$ cat src/hdl/lsq_pkg.sv
// Shared types and constants for the line segment quad expander.
package lsq_pkg;

    // Pipeline depths of the offset unit.
    localparam int SQRT_STEPS = 25;
    localparam int DIV_STEPS  = 8;

    // Widths of the offset arithmetic.
    localparam int SUM_W  = 34;
    localparam int ROOT_W = 25;
    localparam int REM_W  = 27;
    localparam int NUM_W  = 34;

    // Vertex counter values.
    localparam logic [2:0] VTX_FIRST = 3'd0;
    localparam logic [2:0] VTX_LAST  = 3'd5;

    // Register map.
    localparam logic REG_HALF_WIDTH = 1'b0;
    localparam logic [7:0] HALF_WIDTH_RST = 8'd16;

    // One segment as it arrives.
    typedef struct packed {
        logic signed [15:0] sx;
        logic signed [15:0] sy;
        logic signed [15:0] ex;
        logic signed [15:0] ey;
        logic [7:0]         cr;
        logic [7:0]         cg;
        logic [7:0]         cb;
        logic [15:0]        br;
    } t_seg;

    // Endpoints and shaded colour, shared by all six vertices.
    typedef struct packed {
        logic signed [15:0] sx;
        logic signed [15:0] sy;
        logic signed [15:0] ex;
        logic signed [15:0] ey;
        logic [15:0]        o_r;
        logic [15:0]        o_g;
        logic [15:0]        o_b;
        logic [15:0]        br;
    } t_attr;

    // Data carried alongside the length and division stages.
    typedef struct packed {
        t_attr       a;
        logic [16:0] ax;
        logic [16:0] ay;
        logic        dxn;
        logic        dyn;
    } t_carry;

    // One queued segment, ready for vertex generation.
    typedef struct packed {
        t_attr             a;
        logic signed [8:0] nx;
        logic signed [8:0] ny;
    } t_quad;

endpackage

$ cat src/hdl/lsq_back.sv
// Back part: emits the six vertices of each queued segment through an output register.
module lsq_back import lsq_pkg::*; (
    input  logic         i_clk,
    input  logic         i_rst_n,
    input  logic         i_vld,
    input  t_quad        i_quad,
    output logic         o_pop,
    input  logic         i_tready,
    output logic         o_tvalid,
    output logic [95:0]  o_tdata,
    output logic         o_tuser,
    output logic         o_tlast
);

    logic [2:0] r_k;
    logic r_vld, r_side, r_last;
    logic [15:0] r_x, r_y, r_r, r_g, r_b, r_a;
    logic n_load, n_side, n_start;
    logic signed [15:0] n_bx, n_by;
    logic signed [16:0] n_ox, n_oy, n_sx, n_sy;

    assign n_load = i_vld && (!r_vld || i_tready);
    assign o_pop  = n_load && (r_k == VTX_LAST);

    // Vertex order p0-n, p0+n, p1-n, p0+n, p1+n, p1-n.
    always_comb begin
        unique case (r_k)
            3'd0:    begin n_side = 1'b0; n_start = 1'b1; end
            3'd1:    begin n_side = 1'b1; n_start = 1'b1; end
            3'd2:    begin n_side = 1'b0; n_start = 1'b0; end
            3'd3:    begin n_side = 1'b1; n_start = 1'b1; end
            3'd4:    begin n_side = 1'b1; n_start = 1'b0; end
            default: begin n_side = 1'b0; n_start = 1'b0; end
        endcase
    end

    assign n_bx = n_start ? i_quad.a.sx : i_quad.a.ex;
    assign n_by = n_start ? i_quad.a.sy : i_quad.a.ey;
    assign n_ox = 17'(i_quad.nx);
    assign n_oy = 17'(i_quad.ny);
    assign n_sx = n_side ? 17'(n_bx) + n_ox : 17'(n_bx) - n_ox;
    assign n_sy = n_side ? 17'(n_by) + n_oy : 17'(n_by) - n_oy;

    function automatic logic [15:0] sat16(input logic signed [16:0] v);
        if (v[16] != v[15]) begin
            return v[16] ? 16'h8000 : 16'h7FFF;
        end
        return v[15:0];
    endfunction

    // Vertex counter and output valid.
    always_ff @(posedge i_clk) begin
        if (!i_rst_n) begin
            r_k   <= VTX_FIRST;
            r_vld <= 1'b0;
        end else begin
            if (n_load) begin
                r_k   <= (r_k == VTX_LAST) ? VTX_FIRST : r_k + 3'd1;
                r_vld <= 1'b1;
            end else if (i_tready) begin
                r_vld <= 1'b0;
            end
        end
    end

    // Output payload.
    always_ff @(posedge i_clk) begin
        if (n_load) begin
            r_x    <= sat16(n_sx);
            r_y    <= sat16(n_sy);
            r_r    <= i_quad.a.o_r;
            r_g    <= i_quad.a.o_g;
            r_b    <= i_quad.a.o_b;
            r_a    <= i_quad.a.br;
            r_side <= n_side;
            r_last <= r_k == VTX_LAST;
        end
    end

    assign o_tvalid = r_vld;
    assign o_tdata  = {r_a, r_b, r_g, r_r, r_y, r_x};
    assign o_tuser  = r_side;
    assign o_tlast  = r_last;

endmodule

$ cat config.mk
export PLATFORM = sky130hd
export DESIGN_NAME = lsq_back
export DESIGN_NICKNAME = d
export VERILOG_FILES = /design/src/hdl/lsq_pkg.sv /design/src/hdl/lsq_back.sv
export SDC_FILE = /design/constraint.sdc
export NUM_CORES = 1
export LEC_CHECK = 0
export ABC_CLOCK_PERIOD_IN_PS = 4800
export BUFFER_PORTS_ARGS = -buffer_cell sky130_fd_sc_hd__buf_2
export CORE_MARGIN = 4
export CORE_UTILIZATION = 30
export DETAILED_ROUTE_END_ITERATION = 7
export PLACE_DENSITY = 0.62
export SLEW_MARGIN = 20
export SYNTH_ARGS = -nofsm -noshare
export SYNTH_HDL_FRONTEND = slang
export SYNTH_SLANG_ARGS = --single-unit
$ cat constraint.sdc
create_clock -name i_clk -period 4.8 [get_ports i_clk]
set_input_delay 0.24 -clock i_clk [delete_from_list [all_inputs] [get_ports i_clk]]
set_output_delay 0.24 -clock i_clk [all_outputs]
set_load 0.02 [all_outputs]
=== Yosys cells after proc, flatten, opt, wreduce, memory -nomap -nowiden ===
Cells that the tools add are included.

* Logic and storage cells: 48
* Flip-flop bits (word level): 102
* Bits of input ports: 150
* Output and inout bits: 100

* Add/sub/neg operators: 5
* Muxes and demuxes: 19
* Reductions and logical operators: 8
* Eq/ne operators: 6

{| class="wikitable"
|+ Operator list
! kind !! count
|-
| $mux 16 || 8
|-
| $add 16x9->17 || 2
|-
| $mux 17 || 2
|-
| $sub 16x9->17 || 2
|-
| $mux 1 || 8
|-
| $eq 3x3->1 const B || 2
|-
| $reduce_or 3->1 || 2
|-
| $add 3x1->3 const B || 1
|-
| $eq 3x1->1 const B || 1
|-
| $eq 3x2->1 const B || 1
|-
| $logic_not 3->1 || 1
|-
| $mux 3 || 1
|-
| $logic_and 1x1->1 || 2
|-
| $ne 1x1->1 || 2
|-
| $reduce_bool 2->1 || 1
|-
| $logic_not 1->1 || 1
|-
| $logic_or 1x1->1 || 1
|}

=== Longest topological paths before layout ===
Gate-level depths: netlist of run 1.

* Depth in word-level cells: 10
* Gate-level depth with buffers: 17
* Mapped depth without buffers: 15

=== Worst setup path before layout of run 1 ===
Ideal clock, no wire load.

* Path type: reg-to-reg
* Start: register r_k[0]
* End: register r_y[13], data pin
* Required time: 4.535 ns
* Setup time: 0.265 ns
* Buffers on the path: 2
* Slack: 1.036 ns
* Arrival time: 3.499 ns
* Period minus slack after synthesis: 3.764 ns
* Stages on the path, launching flop included: 15
* Cells stage by stage: dfxtp_1 -> and2_1 -> ha_1 -> or2_1 -> buf_6 -> clkbuf_1 -> mux2_2 -> ha_1 -> a211oi_2 -> o21ai_1 -> o21a_1 -> o211a_1 -> or3_4 -> and2_1 -> maj3_1

* Word-level cells in the longest chain between the ends: 10
* Elaborated cells on any way between the ends: 18
* Classes of those cells: 2 x add/sub; 4 x eq/ne; 9 x mux; 3 x reduce/logical

{| class="wikitable"
|+ RTL lines
! what !! RTL line !! RTL
|-
| start: declaration || lsq_back.sv:15 || <nowiki>logic [2:0] r_k;</nowiki>
|-
| start signal: assignment || lsq_back.sv:58 || <nowiki>r_k <= (r_k == VTX_LAST) ? VTX_FIRST : r_k + 3'd1;</nowiki>
|-
| $eq 3x2->1, or another cell as far along || lsq_back.sv:27 || <nowiki>unique case (r_k)</nowiki>
|-
| $reduce_or 3->1 (no source line) || n/a ||
|-
| $mux 1 || lsq_back.sv:27 ||
|-
| $mux 16 || lsq_back.sv:38 || <nowiki>assign n_by = n_start ? i_quad.a.sy : i_quad.a.ey;</nowiki>
|-
| $sub 16x9->17 / $add 16x9->17 (equally long branches) || lsq_back.sv:42 || <nowiki>assign n_sy = n_side ? 17'(n_by) + n_oy : 17'(n_by) - n_oy;</nowiki>
|-
| $mux 17 (*) || lsq_back.sv:42 ||
|-
| $ne 1x1->1 || lsq_back.sv:45 || <nowiki>if (v[16] != v[15]) begin</nowiki>
|-
| $mux 1 || lsq_back.sv:45 ||
|-
| $mux 1 || lsq_back.sv:68 || <nowiki>if (n_load) begin</nowiki>
|-
| $mux 16 (*) || lsq_back.sv:48 || <nowiki>return v[15:0];</nowiki>
|-
| end signal: assignment || lsq_back.sv:70 || <nowiki>r_y <= sat16(n_sy);</nowiki>
|-
| end: declaration || lsq_back.sv:17 || <nowiki>logic [15:0] r_x, r_y, r_r, r_g, r_b, r_a;</nowiki>
|}

Mark *: on every way between the ends. The rest lies on a longest branch, timed or not. The select of a mux whose other input is x is not followed.
A chain may end at the register's enable or synchronous reset.

=== Worst setup path after layout of run 1 ===
* Start: register r_k[0]
* End: register r_x[1], data pin

* Word-level cells in the longest chain between the ends: 10
* Elaborated cells on any way between the ends: 18
* Classes of those cells: 2 x add/sub; 4 x eq/ne; 9 x mux; 3 x reduce/logical

{| class="wikitable"
|+ RTL lines
! what !! RTL line !! RTL
|-
| $eq 3x2->1, or another cell as far along || lsq_back.sv:27 ||
|-
| $reduce_or 3->1 (no source line) || n/a ||
|-
| $mux 1 || lsq_back.sv:27 ||
|-
| $mux 16 || lsq_back.sv:37 || <nowiki>assign n_bx = n_start ? i_quad.a.sx : i_quad.a.ex;</nowiki>
|-
| $sub 16x9->17 / $add 16x9->17 (equally long branches) || lsq_back.sv:41 || <nowiki>assign n_sx = n_side ? 17'(n_bx) + n_ox : 17'(n_bx) - n_ox;</nowiki>
|-
| $mux 17 (*) || lsq_back.sv:41 ||
|-
| $ne 1x1->1 || lsq_back.sv:45 ||
|-
| $mux 1 || lsq_back.sv:45 ||
|-
| $mux 1 || lsq_back.sv:68 ||
|-
| $mux 16 (*) || lsq_back.sv:48 ||
|-
| end signal: assignment || lsq_back.sv:69 || <nowiki>r_x <= sat16(n_sx);</nowiki>
|-
| end: declaration || lsq_back.sv:17 ||
|}

Marked as above.

==> impl_results.md, run 1 <==
* Crit path max fanout at 16
* Clock transition at the registers of the reported paths at 0.08 ns
* Final setup fails at 0
* Total chip power at 3240 uW
* I/O Pins at 250
* Fin. Hold Viols at 0
* PwrDens at 429 mW/mm^2
* Post-route cell area at ~0.0076 sq mm
* Post-route clock period utilization at between 90% and 100%
* GRT overflow at 0
* Worst Max-Slew Pin Slew at 0.847 ns
* Syn_nets at 664
* DIE HEIGHT at 146 um
* Setup crit end kind: flop
* CP Launch Type: flop
* Hold Path Sink: r_a[5]
* Maximum clock rate at 231 MHz
* First DRT Iteration DRCs at 189
* DR pass1 iterations at 6
* Top cells by area, synth: edfxtp_1 51%, ha_1 8.1%, mux2_2 5.9%, a21oi_1 3.7%, xor2_1 3.4%
* Post-placement cell area at 0.00727 sq mm
* Post-CTS setup repair buffer count at 0
* Hold_buf cts at 0
* Post-Syn Area at ~0.0058 sq mm
* Pins Over Slew Limit at 0
* Layout cells sized above 1 at 43.4%
* CTS H-tree depth at 3
* CTS Buf Count at 9
* Cell at the slowest stage of the critical path: xnor2_2
* Peak VDD IR at 0.000213 V
* Fin Clk Skew at 0.0107 ns
* IO Port Bufs at ~250
* CTS Sinks at 102
* Hold Path Class: primary input to flop
* Worst Path Arrival at 4.52 ns
* Initial antenna violation count at 2
* Most instantiated cells after synthesis: 98 x edfxtp_1, 43 x a21oi_1, 40 x nand2_1
* Fin nets at between 900 and 1000
* Slew headroom at 42.8%
* Largest area contributor in the netlist: edfxtp_1
* Setup Crit Path Kind: flop to flop
* PostCTS Resize Cnt at 0
* TNS Setup at 0 ns
* Leak at 0.00332 uW
* CP peak stage delay at ~0.45 ns
* Clk buf depth at 2
* Worst reg-to-reg path cell count at 13
* Top-count cell post-synth: edfxtp_1
* Seq cells post-synth at between 100 and 150
* Wire per inst at 16.3 um
* Gpl congestion at 0.820
* Status: finished clean
* Cell Chain, Critical Path: and2_1 > ha_1 > or2_1 > buf_4 > mux2_2 > ha_1 > a211oi_1 > o211ai_1 > a21oi_1 > o31ai_1 > xnor2_2 > nand2_2 > a21oi_1
* Final antenna-violating net count at 0
* Gr usage total at 14.2%
* Area fraction of the dominant cell type after synthesis at 51.2%
* Count of different cell masters after synthesis at 52
* Synth Warn # at 0
* TritonCTS clock tree: done
* Flop-to-flop setup slack at 0.48 ns
* Via count at 4559
* Hold path start: i_quad[23]
* Setup Slack @ Placement at 0.436 ns
* Mean Syn Cell Area at 12.1 sq um
* Ys async rst share at 0%
* Seq/Total Area, Yosys at a little over half
* Max cap viols at 0
* Worst EP required at 5.00 ns
* Hold depth at 1
* Mapped Cells at between 400 and 500
* Tmin final at about 4.3 ns
* Largest net degree at the start of global routing at 67
* Die Wd at 146 um
* Std cell rows at 50
* Avg Vias per Cell at approximately 4.7
* Core area at between 0.015 and 0.02 sq mm
* DP HPWL at roughly 13000 um
* Post-synth EDFFs at 98
* Vias in the first global route at approximately 4400
* Root Buffer: clkbuf_16
* Residual DRC at 0
* Minimum hold slack at 0.0613 ns
* Fillers at 1790
* RSZ-0062 raised after global routing: false
* Worst r2r src: r_k[0]
* RR Endpoint: r_x[1]
* Die area at between 0.02 and 0.025 sq mm
* Initial Utilization at 30.6%
* Final worst slack at 0.479 ns
* Post-synth top flop: edfxtp_1
* Synth-to-layout area growth at 31.4%
* Clk Latency, worst-skew pair at 0.35 ns
* First-pass GRT wire length at 24100 um
* Final wirelength at 15800 um
[worst max-delay path by stage]
| stage | slack, ns | end | startpoint |
|---|---|---|---|
| final | 0.48 | r_x[1] | r_k[0] |
| after floorplan | 1.04 | r_y[13] | r_k[0] |
| after global routing | 0.04 | r_x[1] | r_k[0] |
| after global placement | 0.53 | r_x[1] | r_k[0] |
| after CTS | 0.40 | r_x[1] | r_k[0] |
| after detailed placement | 0.44 | r_x[1] | r_k[0] |
[logic make-up after synthesis]
| kind of cell | share of synthesized area, % |
|---|---|
| xor+xnor | 7.57 |
| mux | 6.92 |
| fa+ha+maj | 10.2 |
| buf+inv | 2.48 |
| simple gates | 8.03 |
| compound gates | 12.3 |
| flops | 52.6 |
[flip-flops by register name, summed over array words and instances (netlist names)]
| signal | flops |
|---|---|
| r_x | 16 |
| r_k | 3 |
| o_tlast | 1 |
| r_a | 16 |
| r_r | 16 |
| r_y | 16 |
| o_tvalid | 1 |
| o_tuser | 1 |
| r_g | 16 |
| r_b | 16 |
[final cells by class]
cell class                      count  area, sq um  share of cell area, %
Clock buffer                        9          225                   2.98
Clock inverter                      6         56.3                  0.745
Timing Repair Buffer              253         1280                   16.9
Tap cell                          234          293                   3.88
Sequential cell                   102         3020                   40.0
Inverter                           24         92.6                   1.23
Antenna cell                        1         2.50                 0.0331
Multi-Input combinational cell    341         2580                   34.2
[power by group]
part,leakage (uW),internal [uW],switching [uW]
logic,0.00220,518,793
clock network,0.000136,360,340
registers,0.000981,1190,42.1
total,0.00332,2070,1180
[through the flow]
stage          utilization [%]  instances
2_1_floorplan                -        475
3_3_place_gp              38.7        954
3_5_place_dp              38.7        954
4_1_cts                   40.2        969
5_1_grt                   40.2        970
6_report                  40.2        970
[cells in the final DEF, fill, tap and decap left out, types with 3 or more instances in the layout]
cell type and instances:
o21ai_1 3, a21oi_1 43, o21ai_0 24, nand2_1 40, inv_1 22, maj3_1 7, mux2i_1 3, mux2_2 30
a21o_1 7, o211ai_1 5, edfxtp_1 98, buf_2 249, a31oi_1 4, xnor2_2 3, o31ai_1 6, ha_1 37
nor2_1 21, xor2_1 22, o21ai_2 4, xnor2_1 19, buf_4 4, dfxtp_1 4, nand2b_1 5, nor2b_1 4
nor3_1 7, and2_1 4, o21a_1 4, clkbuf_16 9, nand3_1 9
[routing by layer]
metal	vias up	share of wire, %	GRT usage [%]
li1	2273	-	-
met1	2080	45	18.6
met2	190	46	23.2
met3	14	7.4	4.44
met4	2	1.1	3.39
met5	-	0.082	0
[worst max-delay path, delay by kind of cell, from the launching register on]
family / cells / cell delay, ns
buf+inv: 1 / 0.36
compound gates: 5 / 1.28
fa+ha+maj: 2 / 0.46
simple gates: 3 / 0.78
flops: 1 / 0.42
xor+xnor: 1 / 0.45
mux: 1 / 0.40
Power figures use the tool's default switching activity.
==> inputs of run 2 (changes only) <==
BUFFER_PORTS_ARGS = -buffer_cell sky130_fd_sc_hd__buf_4   (was -buffer_cell sky130_fd_sc_hd__buf_2)
MAX_ROUTING_LAYER = met4   (was default)
==> run 2 against run 1 <==
  * Sequential share of layout area shrank 3.0 points
  * Clock-buffer cell count increased by 1
  * Design area increased by 8.2%
  * Sequential power about the same
  * Maximum frequency up 0.72%
  * First-iteration DRC count shrank 6.3%
  * Total power is 3.8% higher
  * Non-clock buffer count unchanged
  * Critical path type unchanged
  * Largest cell class unchanged
==> impl_results.md, run 2 (synthesis gave the netlist of run 1 again) <==
* Status: finished clean
* Setup crit end kind: flop
* Cell at the slowest stage of the critical path: xnor2_2
* Slew headroom at roughly 44%
* DIE HEIGHT at 146 um
* Clk Latency, worst-skew pair at 0.35 ns
* First-pass GRT wire length at 24800 um
* Post-Layout Cell Count at between 900 and 1000
* Post-placement cell area at 0.00789 sq mm
* TritonCTS clock tree: done
* Buf+Inv Stages, Crit Path at 1
* Fillers at about 1800
* First DRT Iteration DRCs at between 150 and 200
* PostCTS Resize Cnt at 0
* CTS H-tree depth at 3
* GRT overflow at 0
* Fin. Hold Viols at 0
* Wire per inst at 16.8 um
* Tmin final at 4.29 ns
* Gr usage total at 15.1%
* Die area at 0.0214 sq mm
* DP HPWL at around 13000 um
* Final wirelength at 16300 um
* Minimum hold slack at slightly above 0.06 ns
* CTS Buf Count at 9
* Post-CTS setup repair buffer count at 0
* Worst EP required at 4.99 ns
* Synth-to-layout area growth at 42.2%
* Hold depth at 1
* IO Port Bufs at 249
* Setup Crit Path Kind: flop to flop
* Leak at 0.00353 uW
* Hold_buf cts at 0
* Worst Max-Slew Pin Slew at 0.828 ns
* Worst Path Arrival at 4.48 ns
* Peak VDD IR at roughly 0.00019 V
* Final antenna-violating net count at 0
* # diodes at 0
* Layout cells sized above 1 at around 43%
* CP Launch Type: flop
* Initial Utilization at 30.6%
* Root Buffer: clkbuf_16
* Initial antenna violation count at 0
* TNS Setup at 0 ns
* Clk buf depth at 2
* Post-route cell area at roughly 0.008 sq mm
* Maximum clock rate at 233 MHz
* Core area at between 0.015 and 0.02 sq mm
* Post-route clock period utilization at 89.4%
* Std cell rows at 50
* Worst reg-to-reg path cell count at 13
* Commonest non-fill, non-tap cell in the layout: buf_4
* Crit path max fanout at 16
* Clock transition at the registers of the reported paths at 0.07 ns
* Hold Path Class: primary input to flop
* CTS Sinks at approximately 100
* Fin nets at 920
* Vias in the first global route at between 4000 and 5000
* I/O Pins at 250
* Residual DRC at 0
* Gpl congestion at ~0.9
* CP Depth at 13
* Avg Vias per Cell at 4.77
* Pins Over Slew Limit at 0
* Cell Chain, Critical Path: and2_1 > ha_1 > or2_1 > buf_4 > mux2_2 > ha_1 > a211oi_1 > o211ai_1 > a21oi_1 > o31ai_1 > xnor2_2 > nand2_2 > a21oi_1
* Die Wd at 146 um
* CP peak stage delay at 0.45 ns
* Max cap viols at 0
* Via count at between 4000 and 5000
* Final setup fails at 0
* RSZ-0062 raised after global routing: false
* Total chip power at 3370 uW
* Commonest cells after routing, fill and taps aside: 253 x buf_4, 98 x edfxtp_1, 43 x a21oi_1
* Kind of cell adding the most delay to the critical path: compound AO/OA/AOI/OAI gates
* PwrDens at 412 mW/mm^2
* Dpl cells at 954
* Fin Clk Skew at about 0.01 ns
* DR pass1 iterations at 4
* Largest net degree at the start of global routing at 64
==> run 2: metrics by stage <==
stage                     util, %  setup slack (ns)
after global routing         43.6            0.0508
after floorplan                 -              1.04
after CTS                    43.6             0.468
after detailed placement     42.1             0.494
after global placement       42.1             0.630
final                        43.6             0.510
==> run 2: final timing paths <==
| path | startpoint | end | slack (ns) |
|---|---|---|---|
| min reg2reg | o_tvalid | o_tvalid | 0.52 |
| max reg2reg | r_k[0] | r_x[2] | 0.51 |
| min | i_quad[43] | r_b[9] | 0.06 |
| max | r_k[0] | r_x[2] | 0.51 |
==> run 2: routing by layer <==
layer  global-route usage, %  share of wire (%)  wire length (um)
met1                    18.6                 43              6940
met2                    23.9                 47              7620
met3                    5.62                9.6              1560
met4                    3.43               0.98               159
met5                       -                  0                 0
==> run 2: where the power goes <==
part / switching (uW) / internal [uW]
logic: 800 / 625
clock network: 342 / 361
registers: 48.9 / 1190
==> run 2: layout make-up <==
cell class | count | area [sq um] | share of cell area (%)
Sequential cell | 102 | 3020 | 37.0
Multi-Input combinational cell | 341 | 2580 | 31.6
Timing Repair Buffer | 253 | 1900 | 23.2
Tap cell | 234 | 293 | 3.58
Clock buffer | 10 | 229 | 2.80
Inverter | 24 | 92.6 | 1.13
Clock inverter | 6 | 55.1 | 0.673
==> inputs of run 3 (changes only) <==
ABC_AREA = 1   (was default)
PLACE_DENSITY = 0.61   (was 0.62)
==> run 3 against run 2 <==
  * Global-route usage grew 0.53 points
  * Clock skew grew 0.0023 ns
  * Cell count grew 28%
  * Sequential power is essentially flat
  * Worst hold slack lost 0.013 ns
  * Wire length grew 13%
  * Largest power group unchanged
  * Critical path type unchanged
==> impl_results.md, run 3 <==
* Largest area contributor in the netlist: edfxtp_1
* CTS H-tree depth at 3
* Hold Path Class: primary input to flop
* First-pass GRT wire length at 28200 um
* Fin. Hold Viols at 0
* Setup Crit Path Kind: flop to flop
* Die Wd at 154 um
* Clk Latency, worst-skew pair at between 0.3 and 0.4 ns
* CTS Buf Count at 9
* Synth Area in XOR/XNOR at 4.54%
* CTS Sinks at between 100 and 150
* Final wirelength at 18500 um
* DP HPWL at between 15000 and 20000 um
* Total chip power at 3630 uW
* DIE HEIGHT at 154 um
* Root Buffer: clkbuf_16
* Area fraction of the dominant cell type after synthesis at 46.2%
* Clk buf depth at 2
* Slew headroom at 43.5%
* Avg Vias per Cell at approximately 4.4
* Worst Path Arrival at slightly below 4 ns
* Post-route clock period utilization at 78.9%
* Adder-Cell Fraction of Synth Area at 7.90%
* Clock transition at the registers of the reported paths at around 0.080 ns
* Post-synth EDFFs at a little under 100
* Mapped Cells at roughly 700
* Minimum hold slack at 0.0476 ns
* Peak VDD IR at 0.000185 V
* Synth-to-layout area growth at 38.6%
* Gpl congestion at ~0.9
* Most instantiated cells after synthesis: 212 x nand2_1, 110 x inv_1, 98 x edfxtp_1
* Top cells by area, synth: edfxtp_1 46%, nand2_1 12%, ha_1 7.3%, inv_1 6.5%, mux2_2 4.9%
* Crit path max fanout at 22
* Synth Warn # at 0
* Top-count cell post-synth: nand2_1
* PwrDens at roughly 400 mW/mm^2
* Seq/Total Area, Yosys at 47.5%
* IO Port Bufs at 249
* Ys async rst share at 0%
* Fin Clk Skew at around 0.012 ns
* Flop-to-flop setup slack at around 1.0 ns
* Critical Path Source: r_k[2]
* Main combinational cell family by area after synthesis: simple AND/OR/NAND/NOR gates
* Post-placement cell area at roughly 0.0085 sq mm
* Worst Max-Slew Pin Slew at 0.848 ns
* Worst EP required at 4.90 ns
* RR Endpoint: r_y[10]
* I/O Pins at 250
* Final antenna-violating net count at 0
* Commonest cells after routing, fill and taps aside: 252 x buf_4, 212 x nand2_1, 109 x inv_1
* Mean Syn Cell Area at 9.05 sq um
* Multiplexer area fraction after synthesis at 4.95%
* Status: finished clean
* Commonest non-fill, non-tap cell in the layout: buf_4
* Die area at 0.0236 sq mm
* Vias in the first global route at between 5000 and 6000
* RSZ-0062 raised after global routing: false
* Std cell rows at 53
* GRT overflow at 0
* PostCTS Resize Cnt at 0
* DR pass1 iterations at 4
* Final worst slack at just over 1 ns
* Gr usage total at 15.7%
* TritonCTS clock tree: done
* Fin nets at 1145
* Post-CTS setup repair buffer count at 0
* Count of different cell masters after synthesis at 33
* Via count at 5486
* Syn_nets at 893
* Post-synthesis simple-gate area fraction at 21.3%
* Initial Utilization at a little under a third
* CP Launch Type: flop
* Final setup fails at 0
* Largest net degree at the start of global routing at 65
* Pins Over Slew Limit at 0
* Initial antenna violation count at 1
* Tmin final at 3.79 ns
* Post-route cell area at 0.00883 sq mm
* Leak at 0.00441 uW
* Residual DRC at 0
* Synth Area in Compound Gates at 5.95%
* Wire per inst at 14.9 um
* Post-synth top flop: edfxtp_1
* Maximum clock rate at 264 MHz
* Core area at 0.0210 sq mm
* Setup crit end kind: flop
* Max cap viols at 0
* First DRT Iteration DRCs at approximately 280
* Layout cells sized above 1 at 33.6%
* Post-Syn Area at 0.00637 sq mm
* TNS Setup at 0 ns
* Worst r2r src: r_k[2]
* Worst reg-to-reg path cell count at 19
* Seq cells post-synth at approximately 100
* Setup Slack @ Placement at 1.01 ns
* Setup crit end: r_y[10]
* Hold_buf cts at 0
run 3: how the worst min path moves through the flow:
stage	startpoint	to	slack, ns	cells past startpoint
2_1_floorplan	i_quad[18]	r_a[0]	0.34	0
3_3_place_gp	i_quad[52]	r_g[2]	0.42	1
3_5_place_dp	i_quad[56]	r_g[6]	0.42	1
4_1_cts	i_quad[30]	r_a[12]	0.03	1
5_1_grt	i_quad[72]	r_r[6]	0.03	1
6_report	i_quad[40]	r_b[6]	0.05	1
run 3: layout make-up:
class | count | area [sq um]
Multi-Input combinational cell | 479 | 2850
Timing Repair Buffer | 252 | 1890
Tap cell | 275 | 344
Clock buffer | 9 | 225
Antenna cell | 1 | 2.50
Inverter | 112 | 423
Sequential cell | 102 | 3020
Fill cell | 2107 | 12100
Clock inverter | 7 | 72.6
run 3: power breakdown:
| part | total [uW] | switching, uW | internal, uW | leakage [uW] |
|---|---|---|---|---|
| registers | 1230 | 40.7 | 1190 | 0.000981 |
| logic | 1660 | 1010 | 650 | 0.00328 |
| clock network | 736 | 368 | 369 | 0.000143 |
run 3: cell families (layout without fill, tap and decap cells):
group	count (synthesis)	count (layout)
AOI/OAI and AO/OA	68	68
xor gates and xnor gates	33	33
adders and majority gates	39	39
buffers and inverters	123	380
DFF	102	102
muxes	28	28
other	0	1
and+or+nand+nor	311	311
run 3: worst max-delay path, stage by stage, from the launching register on:
cell,delay (ns)
dfxtp_1,0.46
inv_2,0.07
ha_1,0.21
inv_2,0.11
nand3_4,0.26
inv_1,0.42
o21ai_0,0.19
xor2_1,0.16
inv_1,0.06
ha_1,0.36
nand2_1,0.11
nand2_1,0.07
a21oi_1,0.13
nand2_1,0.12
nand2_1,0.09
nand3_1,0.11
nand2_1,0.10
nand3_2,0.26
nand2_1,0.16
nand2_1,0.07
run 3: per-layer routing:
layer / routed length [um] / global-route usage [%]
met2: 9010 / 26.5
met1: 8050 / 19.0
met3: 1230 / 3.55
met5: 0 / -
met4: 191 / 4.04
run 3: per-stage QoR:
stage / util (%) / std cells
floorplan: - / 704
global placement: 40.7 / 1220
finish: 42.1 / 1237
CTS: 42.1 / 1236
detailed placement: 40.7 / 1220
global route: 42.1 / 1237
